===== config.mk =====
export PLATFORM = sky130hd
export DESIGN_NAME = morse_code_keyer_unit
export DESIGN_NICKNAME = d
export VERILOG_FILES = /design/src/mck_pkg.sv /design/src/mck_dp.sv /design/src/mck_ctrl.sv /design/src/morse_code_keyer_unit.sv
export SDC_FILE = /design/constraint.sdc
export NUM_CORES = 1
export LEC_CHECK = 0
export BUFFER_PORTS_ARGS = -buffer_cell sky130_fd_sc_hd__buf_2
export CORE_MARGIN = 8
export CORE_UTILIZATION = 50
export DETAILED_ROUTE_END_ITERATION = 8
export PLACE_DENSITY = 0.76
export SETUP_SLACK_MARGIN = 0.15
export SLEW_MARGIN = 20
export SYNTH_ARGS = -nofsm -noshare
export SYNTH_HDL_FRONTEND = slang
export SYNTH_SLANG_ARGS = --single-unit

===== constraint.sdc =====
create_clock -name clk -period 2.9 [get_ports clk]
set_input_delay 0.145 -clock clk [delete_from_list [all_inputs] [get_ports clk]]
set_output_delay 0.145 -clock clk [all_outputs]
set_load 0.01 [all_outputs]

===== src/mck_pkg.sv =====
`timescale 1ns / 1ps

package mck_pkg;

	localparam int TIME_WIDTH = 20;

	localparam logic [TIME_WIDTH-1:0] DOT_TIME_RST  = TIME_WIDTH'(30000);
	localparam logic [TIME_WIDTH-1:0] DASH_TIME_RST = TIME_WIDTH'(90000);
	localparam logic [TIME_WIDTH-1:0] GAP_TIME_RST  = TIME_WIDTH'(30000);

	// configuration register indexes
	localparam logic [1:0] REG_DOT_TIME  = 2'd0;
	localparam logic [1:0] REG_DASH_TIME = 2'd1;
	localparam logic [1:0] REG_GAP_TIME  = 2'd2;

	typedef struct packed {
		logic [7:0] symbol;
		logic       end_of_message;
	} mck_in_t;

	typedef struct packed {
		logic                  led_on;
		logic [TIME_WIDTH-1:0] duration;
		logic                  last;
	} mck_out_t;

	typedef enum logic [1:0] {
		SEG_DOT,
		SEG_DASH,
		SEG_GAP
	} mck_seg_t;

	// controller to datapath
	typedef struct packed {
		logic     load;
		logic     emit;
		mck_seg_t kind;
		logic     last;
		logic     shift;
		logic     clr_cnt;
		logic     inc_cnt;
	} mck_cmd_t;

	// datapath to controller
	typedef struct packed {
		logic in_has_marks;
		logic out_free;
		logic cur_dash;
		logic rem_is_one;
		logic eom;
		logic cnt_is_two;
	} mck_sts_t;

	// pattern: bit 0 is the first mark, 1 means dash
	typedef struct packed {
		logic [2:0] len;
		logic [4:0] pat;
	} mck_code_t;

	function automatic mck_code_t mck_lookup(input logic [7:0] symbol);
		mck_code_t c;
		c = '{len: 3'd0, pat: 5'b00000};
		unique case (symbol)
			8'h41: c = '{len: 3'd2, pat: 5'b00010}; // A
			8'h42: c = '{len: 3'd4, pat: 5'b00001}; // B
			8'h43: c = '{len: 3'd4, pat: 5'b00101}; // C
			8'h44: c = '{len: 3'd3, pat: 5'b00001}; // D
			8'h45: c = '{len: 3'd1, pat: 5'b00000}; // E
			8'h46: c = '{len: 3'd4, pat: 5'b00100}; // F
			8'h47: c = '{len: 3'd3, pat: 5'b00011}; // G
			8'h48: c = '{len: 3'd4, pat: 5'b00000}; // H
			8'h49: c = '{len: 3'd2, pat: 5'b00000}; // I
			8'h4A: c = '{len: 3'd4, pat: 5'b01110}; // J
			8'h4B: c = '{len: 3'd3, pat: 5'b00101}; // K
			8'h4C: c = '{len: 3'd4, pat: 5'b00010}; // L
			8'h4D: c = '{len: 3'd2, pat: 5'b00011}; // M
			8'h4E: c = '{len: 3'd2, pat: 5'b00001}; // N
			8'h4F: c = '{len: 3'd3, pat: 5'b00111}; // O
			8'h50: c = '{len: 3'd4, pat: 5'b00110}; // P
			8'h51: c = '{len: 3'd4, pat: 5'b01011}; // Q
			8'h52: c = '{len: 3'd3, pat: 5'b00010}; // R
			8'h53: c = '{len: 3'd3, pat: 5'b00000}; // S
			8'h54: c = '{len: 3'd1, pat: 5'b00001}; // T
			8'h55: c = '{len: 3'd3, pat: 5'b00100}; // U
			8'h56: c = '{len: 3'd4, pat: 5'b01000}; // V
			8'h57: c = '{len: 3'd3, pat: 5'b00110}; // W
			8'h58: c = '{len: 3'd4, pat: 5'b01001}; // X
			8'h59: c = '{len: 3'd4, pat: 5'b01101}; // Y
			8'h5A: c = '{len: 3'd4, pat: 5'b00011}; // Z
			8'h30: c = '{len: 3'd5, pat: 5'b11111}; // 0
			8'h31: c = '{len: 3'd5, pat: 5'b11110}; // 1
			8'h32: c = '{len: 3'd5, pat: 5'b11100}; // 2
			8'h33: c = '{len: 3'd5, pat: 5'b11000}; // 3
			8'h34: c = '{len: 3'd5, pat: 5'b10000}; // 4
			8'h35: c = '{len: 3'd5, pat: 5'b00000}; // 5
			8'h36: c = '{len: 3'd5, pat: 5'b00001}; // 6
			8'h37: c = '{len: 3'd5, pat: 5'b00011}; // 7
			8'h38: c = '{len: 3'd5, pat: 5'b00111}; // 8
			8'h39: c = '{len: 3'd5, pat: 5'b01111}; // 9
			default: c = '{len: 3'd0, pat: 5'b00000};
		endcase
		return c;
	endfunction

endpackage


===== src/mck_dp.sv =====
`timescale 1ns / 1ps

module mck_dp (
	input  logic                          clk,
	input  logic                          arst_n,
	input  mck_pkg::mck_in_t              in_data,
	input  logic                          cfg_we,
	input  logic [1:0]                    cfg_index,
	input  logic [mck_pkg::TIME_WIDTH-1:0] cfg_data,
	input  mck_pkg::mck_cmd_t             cmd,
	output mck_pkg::mck_sts_t             sts,
	output logic                          out_valid,
	input  logic                          out_ready,
	output mck_pkg::mck_out_t             out_data
);
	import mck_pkg::*;

	logic [TIME_WIDTH-1:0] dot_time_q, dash_time_q, gap_time_q;
	logic [4:0]            pat_q;
	logic [2:0]            rem_q;
	logic                  eom_q;
	logic [1:0]            cnt_q;
	logic                  out_valid_q;
	mck_out_t              out_q;
	mck_code_t             code;

	assign code = mck_lookup(in_data.symbol);

	always_ff @(posedge clk or negedge arst_n) begin
		if (!arst_n) begin
			dot_time_q  <= DOT_TIME_RST;
			dash_time_q <= DASH_TIME_RST;
			gap_time_q  <= GAP_TIME_RST;
		end else if (cfg_we) begin
			unique case (cfg_index)
				REG_DOT_TIME:  dot_time_q  <= cfg_data;
				REG_DASH_TIME: dash_time_q <= cfg_data;
				REG_GAP_TIME:  gap_time_q  <= cfg_data;
				default: ;
			endcase
		end
	end

	always_ff @(posedge clk or negedge arst_n) begin
		if (!arst_n) begin
			pat_q <= '0;
			rem_q <= '0;
			eom_q <= 1'b0;
			cnt_q <= '0;
		end else begin
			if (cmd.load) begin
				pat_q <= code.pat;
				rem_q <= code.len;
				eom_q <= in_data.end_of_message;
			end else if (cmd.shift) begin
				pat_q <= {1'b0, pat_q[4:1]};
				rem_q <= rem_q - 3'd1;
			end
			if (cmd.clr_cnt) begin
				cnt_q <= '0;
			end else if (cmd.inc_cnt) begin
				cnt_q <= cnt_q + 2'd1;
			end
		end
	end

	always_ff @(posedge clk or negedge arst_n) begin
		if (!arst_n) begin
			out_valid_q <= 1'b0;
		end else if (cmd.emit) begin
			out_valid_q <= 1'b1;
		end else if (out_ready) begin
			out_valid_q <= 1'b0;
		end
	end

	always_ff @(posedge clk) begin
		if (cmd.emit) begin
			out_q.last <= cmd.last;
			unique case (cmd.kind)
				SEG_DOT: begin
					out_q.led_on   <= 1'b1;
					out_q.duration <= dot_time_q;
				end
				SEG_DASH: begin
					out_q.led_on   <= 1'b1;
					out_q.duration <= dash_time_q;
				end
				default: begin
					out_q.led_on   <= 1'b0;
					out_q.duration <= gap_time_q;
				end
			endcase
		end
	end

	assign sts.in_has_marks = (code.len != 3'd0);
	assign sts.out_free     = !out_valid_q || out_ready;
	assign sts.cur_dash     = pat_q[0];
	assign sts.rem_is_one   = (rem_q == 3'd1);
	assign sts.eom          = eom_q;
	assign sts.cnt_is_two   = (cnt_q == 2'd2);

	assign out_valid = out_valid_q;
	assign out_data  = out_q;

endmodule


===== src/mck_ctrl.sv =====
`timescale 1ns / 1ps

module mck_ctrl (
	input  logic              clk,
	input  logic              arst_n,
	input  logic              in_valid,
	output logic              in_ready,
	input  mck_pkg::mck_sts_t sts,
	output mck_pkg::mck_cmd_t cmd
);
	import mck_pkg::*;

	typedef enum logic [2:0] {
		ST_IDLE,
		ST_MARK,
		ST_IGAP,
		ST_CGAP,
		ST_EGAP
	} state_t;

	state_t state_q, state_d;

	assign in_ready = (state_q == ST_IDLE);

	always_comb begin
		cmd     = '{load: 1'b0, emit: 1'b0, kind: SEG_GAP, last: 1'b0,
		            shift: 1'b0, clr_cnt: 1'b0, inc_cnt: 1'b0};
		state_d = state_q;
		unique case (state_q)
			ST_IDLE: begin
				if (in_valid) begin
					cmd.load = 1'b1;
					state_d  = sts.in_has_marks ? ST_MARK : ST_CGAP;
				end
			end
			ST_MARK: begin
				if (sts.out_free) begin
					cmd.emit  = 1'b1;
					cmd.kind  = sts.cur_dash ? SEG_DASH : SEG_DOT;
					cmd.shift = 1'b1;
					state_d   = sts.rem_is_one ? ST_CGAP : ST_IGAP;
				end
			end
			ST_IGAP: begin
				if (sts.out_free) begin
					cmd.emit = 1'b1;
					state_d  = ST_MARK;
				end
			end
			ST_CGAP: begin
				if (sts.out_free) begin
					cmd.emit    = 1'b1;
					cmd.last    = !sts.eom;
					cmd.clr_cnt = 1'b1;
					state_d     = sts.eom ? ST_EGAP : ST_IDLE;
				end
			end
			ST_EGAP: begin
				if (sts.out_free) begin
					cmd.emit    = 1'b1;
					cmd.last    = sts.cnt_is_two;
					cmd.inc_cnt = 1'b1;
					state_d     = sts.cnt_is_two ? ST_IDLE : ST_EGAP;
				end
			end
			default: state_d = ST_IDLE;
		endcase
	end

	always_ff @(posedge clk or negedge arst_n) begin
		if (!arst_n) begin
			state_q <= ST_IDLE;
		end else begin
			state_q <= state_d;
		end
	end

endmodule


===== src/morse_code_keyer_unit.sv =====
`timescale 1ns / 1ps
// Morse keyer: one ASCII character per transaction in, timed LED segments out.
// The character is first loaded into the pattern register; its first segment then goes to the output register.
// Throughput: one segment per cycle within a character while out_ready holds;
//   the next character is accepted only after the sequencer returns to idle.
// Reset (arst_n low, asynchronous): sequencer idle, output empty, timing
//   registers back to dot 30000, dash 90000, gap 30000.

module morse_code_keyer_unit (
	input  logic                          clk,
	input  logic                          arst_n,
	input  logic                          in_valid,
	output logic                          in_ready,
	input  mck_pkg::mck_in_t              in_data,
	output logic                          out_valid,
	input  logic                          out_ready,
	output mck_pkg::mck_out_t             out_data,
	input  logic                          cfg_we,
	input  logic [1:0]                    cfg_index,
	input  logic [mck_pkg::TIME_WIDTH-1:0] cfg_data
);
	import mck_pkg::*;

	mck_cmd_t cmd;
	mck_sts_t sts;

	// Sequencer: walk marks, inter-mark gaps, the character-end gap and, on
	// end of message, three trailing gaps. Out of idle it advances only when
	// the output register is free or being drained this cycle.
	mck_ctrl u_ctrl (
		.clk      (clk),
		.arst_n   (arst_n),
		.in_valid (in_valid),
		.in_ready (in_ready),
		.sts      (sts),
		.cmd      (cmd)
	);

	// Datapath: timing registers, code lookup, pattern shift register,
	// mark and gap counters, and the output register that holds a segment
	// until the downstream transaction completes.
	mck_dp u_dp (
		.clk       (clk),
		.arst_n    (arst_n),
		.in_data   (in_data),
		.cfg_we    (cfg_we),
		.cfg_index (cfg_index),
		.cfg_data  (cfg_data),
		.cmd       (cmd),
		.sts       (sts),
		.out_valid (out_valid),
		.out_ready (out_ready),
		.out_data  (out_data)
	);

endmodule


**Yosys cells after proc, flatten, opt, wreduce, memory -nomap -nowiden**

Memory sizes are Yosys's and may differ from the RTL's.
Cells that the tools add are included.

- Register bits: 97
- Latch bits: 0
- Bits in writable memories: 0
- Memory bits (read-only): 1024
- Bits of input ports: 36
- Output and inout bits: 24
- Word-level logic and storage cells: 77
- Memories: 1

- $add $sub $neg: 2
- $mul: 0
- Div/mod/pow operators: 0
- Magnitude comparators: 0
- Eq/ne operators: 14
- Shift-type cells: 0
- Muxes and demuxes: 33
- Bitwise gates (word level): 0
- Reduce and logical (&&, ||, !) cells: 15

Memory list:

| name | words | width | read ports | clocked after Yosys merged registers in | wr ports | line | source |
|---|---|---|---|---|---|---|---|
| (name not given) | 128 | 8 | 1 | 0 | 0 | mck_pkg.sv:63 | `unique case (symbol)` |

Operators with widths:

| kind | count |
|---|---|
| 21-bit one-hot mux with 2 select lines | 1 |
| 3-bit 2-to-1 mux | 10 |
| 3-bit one-hot mux with 5 select lines | 1 |
| 1-bit 2-to-1 mux | 12 |
| 5-bit 2-to-1 mux | 2 |
| 2-bit != test (second input constant) | 5 |
| 2-bit 2-to-1 mux | 4 |
| 8-bit 2-to-1 mux | 1 |
| 3-bit by 1-bit equality test with 1-bit output (second input constant) | 2 |
| 3-bit by 2-bit equality test with 1-bit output (second input constant) | 2 |
| 2-bit AND reduction | 3 |
| 2-bit nonzero test | 3 |
| 5-bit AND reduction | 1 |
| 2-bit by 1-bit equality test with 1-bit output (second input constant) | 2 |
| 2-bit equality test (second input constant) | 2 |
| 2-bit zero test | 2 |
| 1-bit one-hot mux with 2 select lines | 2 |
| 3-bit equality test (second input constant) | 1 |
| 3-bit zero test | 1 |
| 3-bit nonzero test | 1 |
| 3-bit OR reduction | 1 |
| 3-bit by 1-bit subtractor with 3-bit output (second input constant) | 1 |
| 2-bit by 1-bit adder with 2-bit output (second input constant) | 1 |
| 1-bit zero test | 2 |
| 1-bit logical OR | 1 |

**Depth between registers and ports, before layout**

Gate-level depths: netlist of the first run.

- Depth in word-level cells: 6
- Gate-level depth with buffers: 8
- Mapped depth without buffers: 7

**Hierarchy**

From an unflattened synthesis of the first run, not the netlist that was laid out.

- Cell total of the unflattened synthesis: 397
- Area, all modules: 4829.6 um^2

By module, submodules not included:

| module | times used | cells an instance | area each (um^2) | seq. area each (um^2) |
|---|---|---|---|---|
| mck_dp | 1 | 367 | 4560.6 | 2491.1 |
| mck_ctrl | 1 | 30 | 269.0 | 75.1 |

**Worst setup path before layout of the first run**

Ideal clock, no wire load.

- Path kind: flip-flop to flip-flop
- From: register u_ctrl.state_q[1]
- To: register u_dp.out_q, in the netlist u_dp.out_data[0] (enable)
- Setup time: 401 ps
- Arrival: 1841 ps
- Data required time: 2499 ps
- Path slack: 658 ps
- Stages on the path, launching flop included: 5
- Buffers on the path: 1
- Clock period less this slack: 2242 ps
- Path through: dfrtp_1 clkbuf_1 nor2_1 xor2_1 nor2_1

RTL lines:

| what | line | source |
|---|---|---|
| start, declared | mck_ctrl.sv:21 | `state_t state_q, state_d;` |
| start signal, assigned | mck_ctrl.sv:74 | `state_q <= state_d;` |
| end, declared | mck_dp.sv:24 | `mck_out_t out_q;` |

**Final worst setup path of the first run**

- From: register u_ctrl.state_q[2]
- To: register u_dp.rem_q[2]

- Cells in the longest elaborated chain, start to end: 3
- Elaborated cells on any way between the ends: 6
- Classes of those cells: 1 x eq/ne; 3 x mux; 2 x reduce/logical

RTL lines:

| what | line | source |
|---|---|---|
| 3-bit by 1-bit equality test with 1-bit output or 3-bit zero test (tied branches) | mck_ctrl.sv:29 | `unique case (state_q)` |
| 1-bit 2-to-1 mux | mck_ctrl.sv:29 |  |
| 2-bit nonzero test (no line) or 3-bit 2-to-1 mux (tied branches) | n/a |  |
| end signal, assigned | mck_dp.sv:53 | `rem_q <= code.len;` |
| end signal, assigned | mck_dp.sv:57 | `rem_q <= rem_q - 3'd1;` |
| end, declared | mck_dp.sv:20 | `logic [2:0] rem_q;` |

Parallel ways exist; a longest one is shown, timed or not.
A chain may end at the register's enable or synchronous reset.

==> results.md, run 1 <==
| Metric | Reported |
|:---|:---|
| Final-report hold violation count | 0 |
| Top-Level Pins | 60 |
| Critical path buffers and inverters | 1 |
| Die Ht | 114 µm |
| H-tree depth | 3 |
| Number of synthesis warnings | 0 |
| Antenna violations before repair | 0 |
| Result of the run | finished, final reports clean |
| Effective utilization at floorplan | 51.5% |
| Clock network latency to the later pin of the worst-skew pair | 0.36 ns |
| Count of flip-flops with a built-in enable after synthesis | 22 |
| Number of global-route vias before repair | 3180 |
| Setup CP Type | flip-flop to flip-flop |
| Die Footprint | 12900 µm² |
| Area growth syn-to-layout | 12.3% |
| Number of antenna repair diodes | 0 |
| Leakage Power | 2.25 nW |
| Share of post-route cells with drive strength above 1 | 37.7% |
| Pin count of the biggest net entering global routing | 76 |
| Maximum count of clock buffers along a single path | 2 |
| Path type of the worst min-delay path | input port to flip-flop |
| Cell type with the highest aggregate area in the netlist | sky130_fd_sc_hd__dfrtp_1 |
| CP Data Arrival Time | 2.11 ns |
| Destination of the critical timing path | u_dp.rem_q[2] |
| Gate count of the mapped netlist | 397 |
| Distinct cells, synth | 53 |
| Maximum operating frequency | 533 MHz |
| CP startpoint | u_ctrl.state_q[2] |
| Startpoint class of the critical path | flip-flop |
| Worst-case headroom to the max-slew limit | 37.6% |
| Total number of cells along the worst setup path | 6 |
| Total negative slack for setup checks | 0 ns |
| Detailed-placement wirelength estimate | 6.52 mm |
| CTS Root Cell | sky130_fd_sc_hd__clkbuf_8 |
| Post-Route WL | 9.74 mm |
| Synth Net Count | 443 |
| Endpoint kind of the worst setup timing path | flip-flop |
| Biggest area contributors in the synthesized netlist | sky130_fd_sc_hd__dfrtp_1 (27%), sky130_fd_sc_hd__mux2_2 (14%), sky130_fd_sc_hd__edfxtp_1 (14%), sky130_fd_sc_hd__dfstp_2 (13%), sky130_fd_sc_hd__mux2i_1 (5.0%) |
| Cell type of the slowest stage on the worst timing path | sky130_fd_sc_hd__dfrtp_1 |
| Fraction of registers with async set or reset after synthesis | 77.3% |
| Final Critical Period | 1.87 ns |
| Routability congestion estimate from global placement | 0.914 |
| Top-area cell type share of the netlist area | 27.3% |
| Die X | 114 µm |
| Global-route usage over all layers | 15.4% |
| Vias | 3207 |
| Setup Viol. Count Final | 0 |
| Unrepaired setup endpoints after global routing | no |
| Global-route congestion overflow total | 0 |
| Summed instance area of the synthesized netlist | 4760 µm² |
| CP Cell Sequence | nand3b_4 > or2_4 > clkinv_4 > nand2_2 > xor2_1 > o22ai_2 |
| Capturing point of the worst reg2reg path | u_dp.rem_q[2] |
| Number of input and output port buffers inserted | 59 |
| Maximum Capacitance Violations | 0 |
| Post-synthesis area per instance | 12.0 µm² |
| Via density | 5.50 |
| Num rows | 35 |
| Clock edge transition at the registers on the reported setup and hold paths | 0.10 ns |
| Crit path max fanout | 48 |
| Worst Clk Skew | 0.0110 ns |
| Detail-routed net length per standard cell | 16.7 µm |
| Final Core Density | 57.8% |
| First-pass GRT wire length | 15.9 mm |
| Worst r2r src | u_ctrl.state_q[2] |
| Delay of the slowest cell on the worst path | 0.53 ns |
| Worst path required time | 3.13 ns |
| Seq cells post-synth | 97 |
| Clock sinks | 97 |
| Power Density | 820 nW/µm² |
| Ratio of final minimum period to clock period | 64.6% |
| Worst reg2reg path depth | 6 |
| Worst voltage drop across the vdd grid | 0.332 mV |
| Prevailing post-synth register cell | sky130_fd_sc_hd__dfrtp_1 |
| Worst reg-to-reg setup slack | 1.03 ns |
| Number of nets in the finished design | 495 |
| Number of nets with antenna violations after detailed routing | 0 |
| DR DRC count | 0 |
| Number of pins exceeding their max-slew limit in the final report | 0 |
| Clock tree from TritonCTS | built |
| Std-Cell Core Area | 9240 µm² |
| TritonCTS Buffers | 9 |
| First-pass DRT Iterations | 5 |
| Fraction of the yosys area taken by sequential cells | 53.9% |
| Top cell family by delay on the critical path | simple AND/OR/NAND/NOR gates |
| Least-Margin Pin Slew | 0.935 ns |
| Violation count after the first detailed-route iteration | 145 |
==> routing by layer <==
layer / global-route usage [%] / share of wire, % / wire [µm] / vias up
li1: - / - / - / 1536
met1: 19.2 / 44 / 4280 / 1580
met2: 25.5 / 49 / 4820 / 79
met3: 4.12 / 5.3 / 512 / 12
met4: 4.80 / 1.3 / 129 / 0
met5: 0 / 0 / 0 / -
==> synth_stat cells (2+ instances only) <==
master	n
sky130_fd_sc_hd__nand2_1	40
sky130_fd_sc_hd__edfxtp_1	22
sky130_fd_sc_hd__inv_1	9
sky130_fd_sc_hd__o31ai_1	2
sky130_fd_sc_hd__o22ai_1	4
sky130_fd_sc_hd__a221oi_1	2
sky130_fd_sc_hd__ha_1	10
sky130_fd_sc_hd__a2111oi_0	2
sky130_fd_sc_hd__nor2_1	12
sky130_fd_sc_hd__dfrtp_1	52
sky130_fd_sc_hd__o2111ai_1	2
sky130_fd_sc_hd__nand3b_1	4
sky130_fd_sc_hd__a211oi_1	2
sky130_fd_sc_hd__a31oi_1	5
sky130_fd_sc_hd__nor3b_1	4
sky130_fd_sc_hd__o21ai_0	16
sky130_fd_sc_hd__mux2_2	60
sky130_fd_sc_hd__nor3_1	3
sky130_fd_sc_hd__nand3_1	7
sky130_fd_sc_hd__nor2b_1	6
sky130_fd_sc_hd__o21ai_1	13
sky130_fd_sc_hd__mux2i_1	24
sky130_fd_sc_hd__a32oi_1	2
sky130_fd_sc_hd__o211ai_1	2
sky130_fd_sc_hd__buf_2	15
sky130_fd_sc_hd__a21oi_1	10
sky130_fd_sc_hd__xor2_1	3
sky130_fd_sc_hd__clkbuf_1	6
sky130_fd_sc_hd__dfstp_2	23
sky130_fd_sc_hd__nand2b_1	10
sky130_fd_sc_hd__buf_6	3
==> stage by stage <==
step	area, µm²	power (mW)	instances	worst slack (ns)	hold slack [ns]
floorplan	4760	3.09	397	0.658	-0.151
global placement	5120	3.48	565	1.12	0.333
detailed placement	5120	3.52	565	1.05	0.341
CTS	5340	4.43	583	1.03	0.0189
global route	5340	4.66	583	0.864	0.0219
finish	5340	4.38	583	1.03	0.0381
==> power breakdown <==
group          switching [mW]  internal (mW)  leakage [nW]  total (mW)
Combinational           0.736          0.582          1.06        1.32
Clock                   0.485          0.412        0.0997       0.897
Sequential              0.240           1.93          1.09        2.17
==> kinds of logic after synthesis <==
group / share of synthesized area (%)
mux: 19.2
flops: 53.9
xor+xnor: 0.736
compound gates: 9.20
buf+inv: 3.89
fa+ha+maj: 2.63
simple gates: 10.4
==> worst reg2reg max path: stages, from the launching register on <==
cell,delay [ns]
sky130_fd_sc_hd__dfrtp_1,0.53
sky130_fd_sc_hd__nand3b_4,0.22
sky130_fd_sc_hd__or2_4,0.48
sky130_fd_sc_hd__clkinv_4,0.14
sky130_fd_sc_hd__nand2_2,0.10
sky130_fd_sc_hd__xor2_1,0.19
sky130_fd_sc_hd__o22ai_2,0.10
==> area by class of cell <==
class,instances,area (µm²)
Tap cell,129,161
Inverter,11,46.3
Timing Repair Buffer,66,355
Clock buffer,10,128
Clock inverter,6,72.6
Multi-Input combinational cell,264,2010
Sequential cell,97,2570
Fill cell,760,3900
==> worst min-delay path by stage <==
| stage | start | to | depth (start not counted) |
|---|---|---|---|
| after floorplan | arst_n | u_ctrl.state_q[0] | 0 |
| after global placement | arst_n | u_dp.dash_time_q[5] | 1 |
| after detailed placement | arst_n | u_dp.dash_time_q[5] | 1 |
| after CTS | cfg_data[5] | u_dp.dash_time_q[5] | 2 |
| after global routing | cfg_data[5] | u_dp.dash_time_q[5] | 2 |
| final | cfg_data[4] | u_dp.gap_time_q[4] | 2 |
==> sequential cells by signal (all words and copies together) (netlist names), 2 cells and up <==
signal and count:
u_dp.rem_q 3, u_ctrl.state_q 3, u_dp.dash_time_q 20, u_dp.gap_time_q 20, u_dp.pat_q 5, u_dp.out_data 22, u_dp.cnt_q 2, u_dp.dot_time_q 20
==> cell usage in the layout (no fill, tap or decap), types with 3 or more instances in the layout <==
cell type and instances:
sky130_fd_sc_hd__mux2_2 60, sky130_fd_sc_hd__buf_2 58, sky130_fd_sc_hd__dfrtp_1 52, sky130_fd_sc_hd__nand2_1 40
sky130_fd_sc_hd__mux2i_1 24, sky130_fd_sc_hd__dfstp_2 23, sky130_fd_sc_hd__edfxtp_1 22, sky130_fd_sc_hd__o21ai_0 16
sky130_fd_sc_hd__o21ai_1 13, sky130_fd_sc_hd__nor2_1 11, sky130_fd_sc_hd__nand2b_1 10, sky130_fd_sc_hd__a21oi_1 10
sky130_fd_sc_hd__ha_1 10, sky130_fd_sc_hd__inv_1 9, sky130_fd_sc_hd__clkbuf_8 9, sky130_fd_sc_hd__nand3_1 7
sky130_fd_sc_hd__nor2b_1 6, sky130_fd_sc_hd__buf_4 6, sky130_fd_sc_hd__a31oi_1 5, sky130_fd_sc_hd__nand3b_1 4
sky130_fd_sc_hd__o22ai_1 4, sky130_fd_sc_hd__xor2_1 3, sky130_fd_sc_hd__nor3_1 3, sky130_fd_sc_hd__nor3b_1 3
==> timing repair <==
action | in CTS | in global routing
hold endpoints to repair | 53 | 0
hold buffers | 2 | 0
buffers inserted | 0 | 0
gates resized for setup | 0 | 0
(Power assumes the default switching activity.)
==> run 2, diff against run 1 <==
==> constraint.sdc (replaced) <==
create_clock -name clk -period 2 [get_ports clk]
set_input_delay 0.1 -clock clk [delete_from_list [all_inputs] [get_ports clk]]
set_output_delay 0.1 -clock clk [all_outputs]
set_load 0.01 [all_outputs]
==> results.md, run 2 (same netlist as run 1, synthesis figures left out) <==
| Metric | Reported |
|:---|:---|
| Via density | 5.38 |
| Max FFs per register | 22 |
| Worst voltage drop across the vdd grid | 0.465 mV |
| Delay of the slowest cell on the worst path | 0.50 ns |
| Cell type of the slowest stage on the worst timing path | sky130_fd_sc_hd__or2_2 |
| Number of input and output port buffers inserted | 59 |
| Post-Route WL | 9.70 mm |
| Worst-case headroom to the max-slew limit | 54.2% |
| Antenna violations before repair | 0 |
| DR DRC count | 0 |
| Endpoint kind of the worst setup timing path | flip-flop |
| Unrepaired setup endpoints after global routing | no |
| Number of pins exceeding their max-slew limit in the final report | 0 |
| Share of post-route cells with drive strength above 1 | 37.4% |
| Area growth syn-to-layout | 16.3% |
| Worst Clk Skew | 0.00966 ns |
| Leading cell type in the layout, fill and taps excluded | sky130_fd_sc_hd__mux2_2 |
| Path type of the worst min-delay path | input port to flip-flop |
| Detail-routed net length per standard cell | 16.2 µm |
| Effective utilization at floorplan | 51.5% |
| Final Core Density | 59.9% |
| Maximum Capacitance Violations | 0 |
| Clock tree from TritonCTS | built |
| Design Power | 6.53 mW |
| Final-report hold violation count | 0 |
| Global-route congestion overflow total | 0 |
| Number of gates given a new drive strength after cts | 0 |
| Vias | 3230 |
| First-pass GRT wire length | 16.0 mm |
| Most used cells in the layout excluding fill and tap cells | sky130_fd_sc_hd__mux2_2 (60), sky130_fd_sc_hd__buf_2 (58), sky130_fd_sc_hd__dfrtp_1 (52), sky130_fd_sc_hd__nand2_1 (40), sky130_fd_sc_hd__mux2i_1 (24) |
| CTS Root Cell | sky130_fd_sc_hd__clkbuf_8 |
| Routability congestion estimate from global placement | 0.937 |
| Clock power frac | 21.2% |
| FF+latch area | 2570 µm² |
| Pin count of the biggest net entering global routing | 46 |
| Clock edge transition at the registers on the reported setup and hold paths | 0.10 ns |
| Multi-input gate area | 2030 µm² |
| Result of the run | finished, final reports clean |
| Setup slack of the critical path after layout | 0.297 ns |
| Num rows | 35 |
| Ratio of final minimum period to clock period | 85.1% |
| Crit path max fanout | 22 |
| Top-Level Pins | 60 |
| Switching share of total power | 32.5% |
| Power Density | 1180 nW/µm² |
| Number of nets with antenna violations after detailed routing | 0 |
| Maximum count of clock buffers along a single path | 2 |
| Die X | 114 µm |
| CP Cell Sequence | nand3b_4 > or2_2 > nand2_1 > o21ai_0 |
| Non-filler instance count after layout | 600 |
| Startpoint class of the critical path | flip-flop |
| Die Ht | 114 µm |
| Clock sinks | 97 |
| Clock network latency to the later pin of the worst-skew pair | 0.36 ns |
| Setup slack after placement | 0.185 ns |
| Internal power contribution | 4.41 mW |
| Number of global-route vias before repair | 3243 |
| Number of nets in the finished design | 512 |
| Switching power | 2.12 mW |
| Leakage Power | 2.33 nW |
| Critical path buffers and inverters | 0 |
| Sequential power share | 47.2% |
| Setup CP Type | flip-flop to flip-flop |
| Global-route usage over all layers | 15.4% |
| Final-layout fill cell count | 763 |
| Setup repair bufs after CTS | 0 |
| Detailed-placement wirelength estimate | 6.48 mm |
| Top cell family by delay on the critical path | simple AND/OR/NAND/NOR gates |
| H-tree depth | 3 |
| Number of cells after detailed placement | 569 |
| Fraction of power consumed by combinational cells | 31.6% |
| Violation count after the first detailed-route iteration | 141 |
| Number of antenna repair diodes | 0 |
| Maximum operating frequency | 587 MHz |
| Worst path required time | 2.10 ns |
| Total negative slack for setup checks | 0 ns |
| First-pass DRT Iterations | 5 |
| Setup Viol. Count Final | 0 |
| Least-Margin Pin Slew | 0.686 ns |
| CP Data Arrival Time | 1.81 ns |
| Die Footprint | 12900 µm² |
| TritonCTS Buffers | 9 |
| Final Critical Period | 1.70 ns |
| Std-Cell Core Area | 9240 µm² |
run 2: changes by cell type in the layout (fill, tap and decap cells not counted), sizes merged:
cell and delta:
inv -3, clkinv +2, dlygate4sd3 +12, buf +4
bufinv +1, or2 +1
run 2: through the flow:
step	area, µm²	hold WS, ns
finish	5540	0.0130
global route	5540	0.00782
CTS	5530	0.000538
global placement	5170	0.0641
detailed placement	5170	0.0715
floorplan	4770	-0.196
run 2: cell type report:
type / count / area share, %
sequential: 97 / 46.4
multi-input combinational: 265 / 36.6
clock inverter: 6 / 1.63
inverter: 11 / 0.836
clock buffer: 10 / 2.31
tap: 129 / 2.92
timing repair buffer: 82 / 9.36
run 2: final timing paths:
kind | slack (ns) | from | depth (start not counted) | to
worst max-delay path | 0.30 | u_ctrl.state_q[2] | 4 | u_dp.out_data[9]
worst min-delay path | 0.01 | cfg_data[17] | 2 | u_dp.gap_time_q[17]
worst max register to register | 0.30 | u_ctrl.state_q[2] | 4 | u_dp.out_data[9]
worst min register to register | 0.51 | u_dp.gap_time_q[19] | 1 | u_dp.gap_time_q[19]
max in group asynchronous | 1.15 | arst_n | 3 | u_dp.dash_time_q[9]
min in group asynchronous | 0.21 | arst_n | 2 | u_dp.dash_time_q[5]
run 2: power groups by stage:
stage | clock network, mW | registers, mW | logic, mW
after floorplan | 0 | 3.16 | 1.33
after global placement | 0 | 3.10 | 1.99
after detailed placement | 0 | 3.12 | 2.04
after CTS | 1.40 | 3.09 | 2.07
after global routing | 1.49 | 3.16 | 2.30
final | 1.38 | 3.08 | 2.07
run 2: metal layers:
layer | up-vias | share of wire, % | track usage, %
met5 | - | 0 | 0
met4 | 0 | 1.8 | 6.48
met3 | 12 | 4.8 | 2.54
met2 | 84 | 48 | 24.5
met1 | 1570 | 46 | 20.3
li1 | 1564 | - | -
run 2: what timing repair did:
| item | in CTS | in global routing |
|---|---|---|
| setup endpoints to repair | 0 | 2 |
| endpoints found under the hold margin | 61 | 0 |
| hold buffers | 14 | 0 |
==> run 3, diff against run 2 <==
--- a/config.mk
+++ b/config.mk
@@ -5,7 +5,8 @@
 export SDC_FILE = /design/constraint.sdc
 export NUM_CORES = 1
 export LEC_CHECK = 0
-export BUFFER_PORTS_ARGS = -buffer_cell sky130_fd_sc_hd__buf_2
+export ABC_AREA = 0
+export BUFFER_PORTS_ARGS = -buffer_cell sky130_fd_sc_hd__buf_4
 export CORE_MARGIN = 8
 export CORE_UTILIZATION = 50
 export DETAILED_ROUTE_END_ITERATION = 8
@@ -14,4 +15,5 @@
 export SLEW_MARGIN = 20
 export SYNTH_ARGS = -nofsm -noshare
 export SYNTH_HDL_FRONTEND = slang
+export SYNTH_HIERARCHICAL = 1
 export SYNTH_SLANG_ARGS = --single-unit
==> results.md, run 3 <==
| Metric | Reported |
|:---|:---|
| Least-Margin Pin Slew | 0.464 ns |
| Number of nets in the finished design | 528 |
| Pin count of the biggest net entering global routing | 76 |
| Final Critical Period | 1.78 ns |
| Power Density | 1150 nW/µm² |
| Post-synthesis share of cell area spent on full adders, half adders and majority gates | 2.59% |
| Total placed instance area | 5420 µm² |
| Number of synthesis warnings | 6 |
| Leakage Power | 2.47 nW |
| Worst reg2reg path depth | 6 |
| Commonest cells in the netlist | sky130_fd_sc_hd__mux2_2 (62), sky130_fd_sc_hd__dfrtp_1 (52), sky130_fd_sc_hd__o21ai_0 (30) |
| Biggest area contributors in the synthesized netlist | sky130_fd_sc_hd__dfrtp_1 (27%), sky130_fd_sc_hd__mux2_2 (14%), sky130_fd_sc_hd__edfxtp_1 (14%), sky130_fd_sc_hd__dfstp_2 (13%), sky130_fd_sc_hd__mux2i_1 (5.6%) |
| Worst reg-to-reg setup slack | 0.22 ns |
| Die Footprint | 13100 µm² |
| Result of the run | finished, final reports clean |
| Hold-critical path endpoint | u_dp/rem_q[2] |
| Clock edge transition at the registers on the reported setup and hold paths | 0.09 ns |
| Post-Route WL | 10.1 mm |
| Die Ht | 114 µm |
| Top-area cell type share of the netlist area | 26.9% |
| First-pass DRT Iterations | 4 |
| Detail-routed net length per standard cell | 16.3 µm |
| Path type of the worst min-delay path | input port to flip-flop |
| Cell type of the slowest stage on the worst timing path | sky130_fd_sc_hd__dfrtp_2 |
| Cell type with the highest aggregate area in the netlist | sky130_fd_sc_hd__dfrtp_1 |
| Seq cells post-synth | 97 |
| Worst voltage drop across the vdd grid | 0.536 mV |
| Crit path max fanout | 6 |
| Antenna violations before repair | 0 |
| Maximum Capacitance Violations | 0 |
| Die X | 114 µm |
| Gate count of the mapped netlist | 397 |
| H-tree depth | 3 |
| Mux share of post-synthesis cell area | 20.3% |
| Global-route congestion overflow total | 0 |
| Top-count cell post-synth | sky130_fd_sc_hd__mux2_2 |
| Unrepaired setup endpoints after global routing | yes |
| Top-Level Pins | 60 |
| Number of input and output port buffers inserted | 59 |
| CP Data Arrival Time | 1.88 ns |
| Worst path required time | 2.10 ns |
| Most used cells in the layout excluding fill and tap cells | sky130_fd_sc_hd__buf_4 (75), sky130_fd_sc_hd__mux2_2 (62), sky130_fd_sc_hd__dfrtp_1 (50), sky130_fd_sc_hd__o21ai_0 (28) |
| Count of flip-flops with a built-in enable after synthesis | 22 |
| Std-Cell Core Area | 9590 µm² |
| Worst-case headroom to the max-slew limit | 68.7% |
| Clock network latency to the later pin of the worst-skew pair | 0.37 ns |
| Worst r2r src | u_ctrl/state_q[1] |
| Clock tree from TritonCTS | built |
| Leading cell type in the layout, fill and taps excluded | sky130_fd_sc_hd__buf_4 |
| Ratio of final minimum period to clock period | 89.0% |
| Maximum count of clock buffers along a single path | 2 |
| Final-report hold violation count | 0 |
| Total negative slack for setup checks | 0 ns |
| Clock sinks | 97 |
| Number of nets with antenna violations after detailed routing | 0 |
| Prevailing post-synth register cell | sky130_fd_sc_hd__dfrtp_1 |
| Setup Viol. Count Final | 0 |
| Compound-gate portion of the synthesized area | 9.43% |
| Number of antenna repair diodes | 0 |
| Summed instance area of the synthesized netlist | 4830 µm² |
| Effective utilization at floorplan | 50.3% |
| CTS Root Cell | sky130_fd_sc_hd__clkbuf_8 |
| Distinct cells, synth | 57 |
| Delay of the slowest cell on the worst path | 0.44 ns |
| DR DRC count | 0 |
| Synth Area in XOR/XNOR | 0.907% |
| Startpoint class of the critical path | flip-flop |
| Post-synthesis area per instance | 12.2 µm² |
| Number of pins exceeding their max-slew limit in the final report | 0 |
| Main combinational cell family by area after synthesis | multiplexers |
| CP Cell Sequence | nand3b_1 > nor3b_4 > buf_4 > clkbuf_4 > mux2i_1 > o21ai_0 |
| Synth Net Count | 443 |
| CP startpoint | u_ctrl/state_q[1] |
| Number of global-route vias before repair | 3335 |
| Global-route usage over all layers | 15.8% |
| Basic-gate share of the synthesized area counting and, or, nand and nor cells | 9.25% |
| Depth of the worst hold-timing path | 4 |
| Detailed-placement wirelength estimate | 6.61 mm |
| Routability congestion estimate from global placement | 0.935 |
| Vias | 3270 |
| Fraction of registers with async set or reset after synthesis | 77.3% |
| Violation count after the first detailed-route iteration | 159 |
| Max FFs per register | 22 |
| Capturing point of the worst reg2reg path | u_dp/out_data[1] |
| Setup CP Type | flip-flop to flip-flop |
| Hold Startpoint | in_data[8] |
| Post-route design area | 5940 µm² |
| Num rows | 36 |
| First-pass GRT wire length | 16.4 mm |
| Share of post-route cells with drive strength above 1 | 40.5% |
| Endpoint kind of the worst setup timing path | flip-flop |
| Via density | 5.27 |
| Worst Clk Skew | 0.0121 ns |
| Area growth syn-to-layout | 23.0% |
| TritonCTS Buffers | 9 |
| Maximum operating frequency | 562 MHz |
| Fraction of the yosys area taken by sequential cells | 53.1% |
[run 3: cell count changes after synthesis, moves of 3 or more]
cell,before,now
sky130_fd_sc_hd__nand3_1,7,2
sky130_fd_sc_hd__inv_1,9,12
sky130_fd_sc_hd__nand2_1,40,27
sky130_fd_sc_hd__o21ai_1,13,4
sky130_fd_sc_hd__mux2i_1,24,27
sky130_fd_sc_hd__o21ai_0,16,30
sky130_fd_sc_hd__buf_4,1,4
[run 3: worst max path at each step]
stage                                   end  cells after the start
after floorplan           u_ctrl/state_q[1]                     10
after global placement    u_ctrl/state_q[1]                     10
after detailed placement  u_ctrl/state_q[1]                     10
after CTS                  u_dp/out_data[7]                      5
after global routing          u_dp/pat_q[3]                      6
final                      u_dp/out_data[1]                      6
[run 3: through the flow]
stage          power, mW  hold slack, ns  util, %  worst slack, ns  cells
6_report            6.85          0.0693     61.9            0.219    620
5_1_grt             7.28          0.0709     61.9            0.132    620
4_1_cts             6.79          0.0541     61.1            0.204    613
3_5_place_dp        5.41           0.146     56.5            0.102    575
3_3_place_gp        5.32           0.147     56.5            0.132    575
2_1_floorplan       4.51          -0.196        -            0.155    397
[run 3: kinds of logic after synthesis]
kind of cell,Yosys count
XOR/XNOR,5
adder cells (fa/ha/maj),10
buffers and inverters,42
AO/OA/AOI/OAI,71
AND/OR/NAND/NOR,82
flip-flops,97
multiplexers,90
[run 3: routing by layer]
metal | share of wire, % | wire length (µm) | GRT usage [%]
met2 | 50 | 5050 | 27.3
met5 | 0 | 0 | 0
met4 | 1.2 | 119 | 5.86
met1 | 45 | 4590 | 19.3
met3 | 3.5 | 353 | 2.69
[run 3: timing repair]
| action | CTS | global route |
|---|---|---|
| hold buffers | 22 | 0 |
| hold endpoints to repair | 111 | 0 |
| buffers inserted | 0 | 4 |
| resized for setup | 0 | 8 |
| setup endpoints to repair | 0 | 20 |
[run 3: report_power, final]
group	internal (mW)	total, mW	leakage, nW	switching [mW]
clock network	0.617	1.37	0.111	0.748
logic	1.16	2.32	1.28	1.16
registers	2.83	3.16	1.09	0.328
total	4.61	6.85	2.47	2.24
[run 3: cell type report]
cell class | instances | area (µm²)
Timing Repair Buffer | 102 | 858
Inverter | 14 | 52.6
Fill cell | 753 | 3650
Sequential cell | 97 | 2570
Multi-Input combinational cell | 258 | 2070
Tap cell | 133 | 166
Clock inverter | 7 | 95.1
Clock buffer | 9 | 124
[run 3: worst max-delay path, delay by kind of cell, from the launching register on]
family                 cells  cell delay [ns]
AOI/OAI and AO/OA          1             0.08
buffers and inverters      2             0.39
DFF                        1             0.44
muxes                      1             0.19
and+or+nand+nor            2             0.42
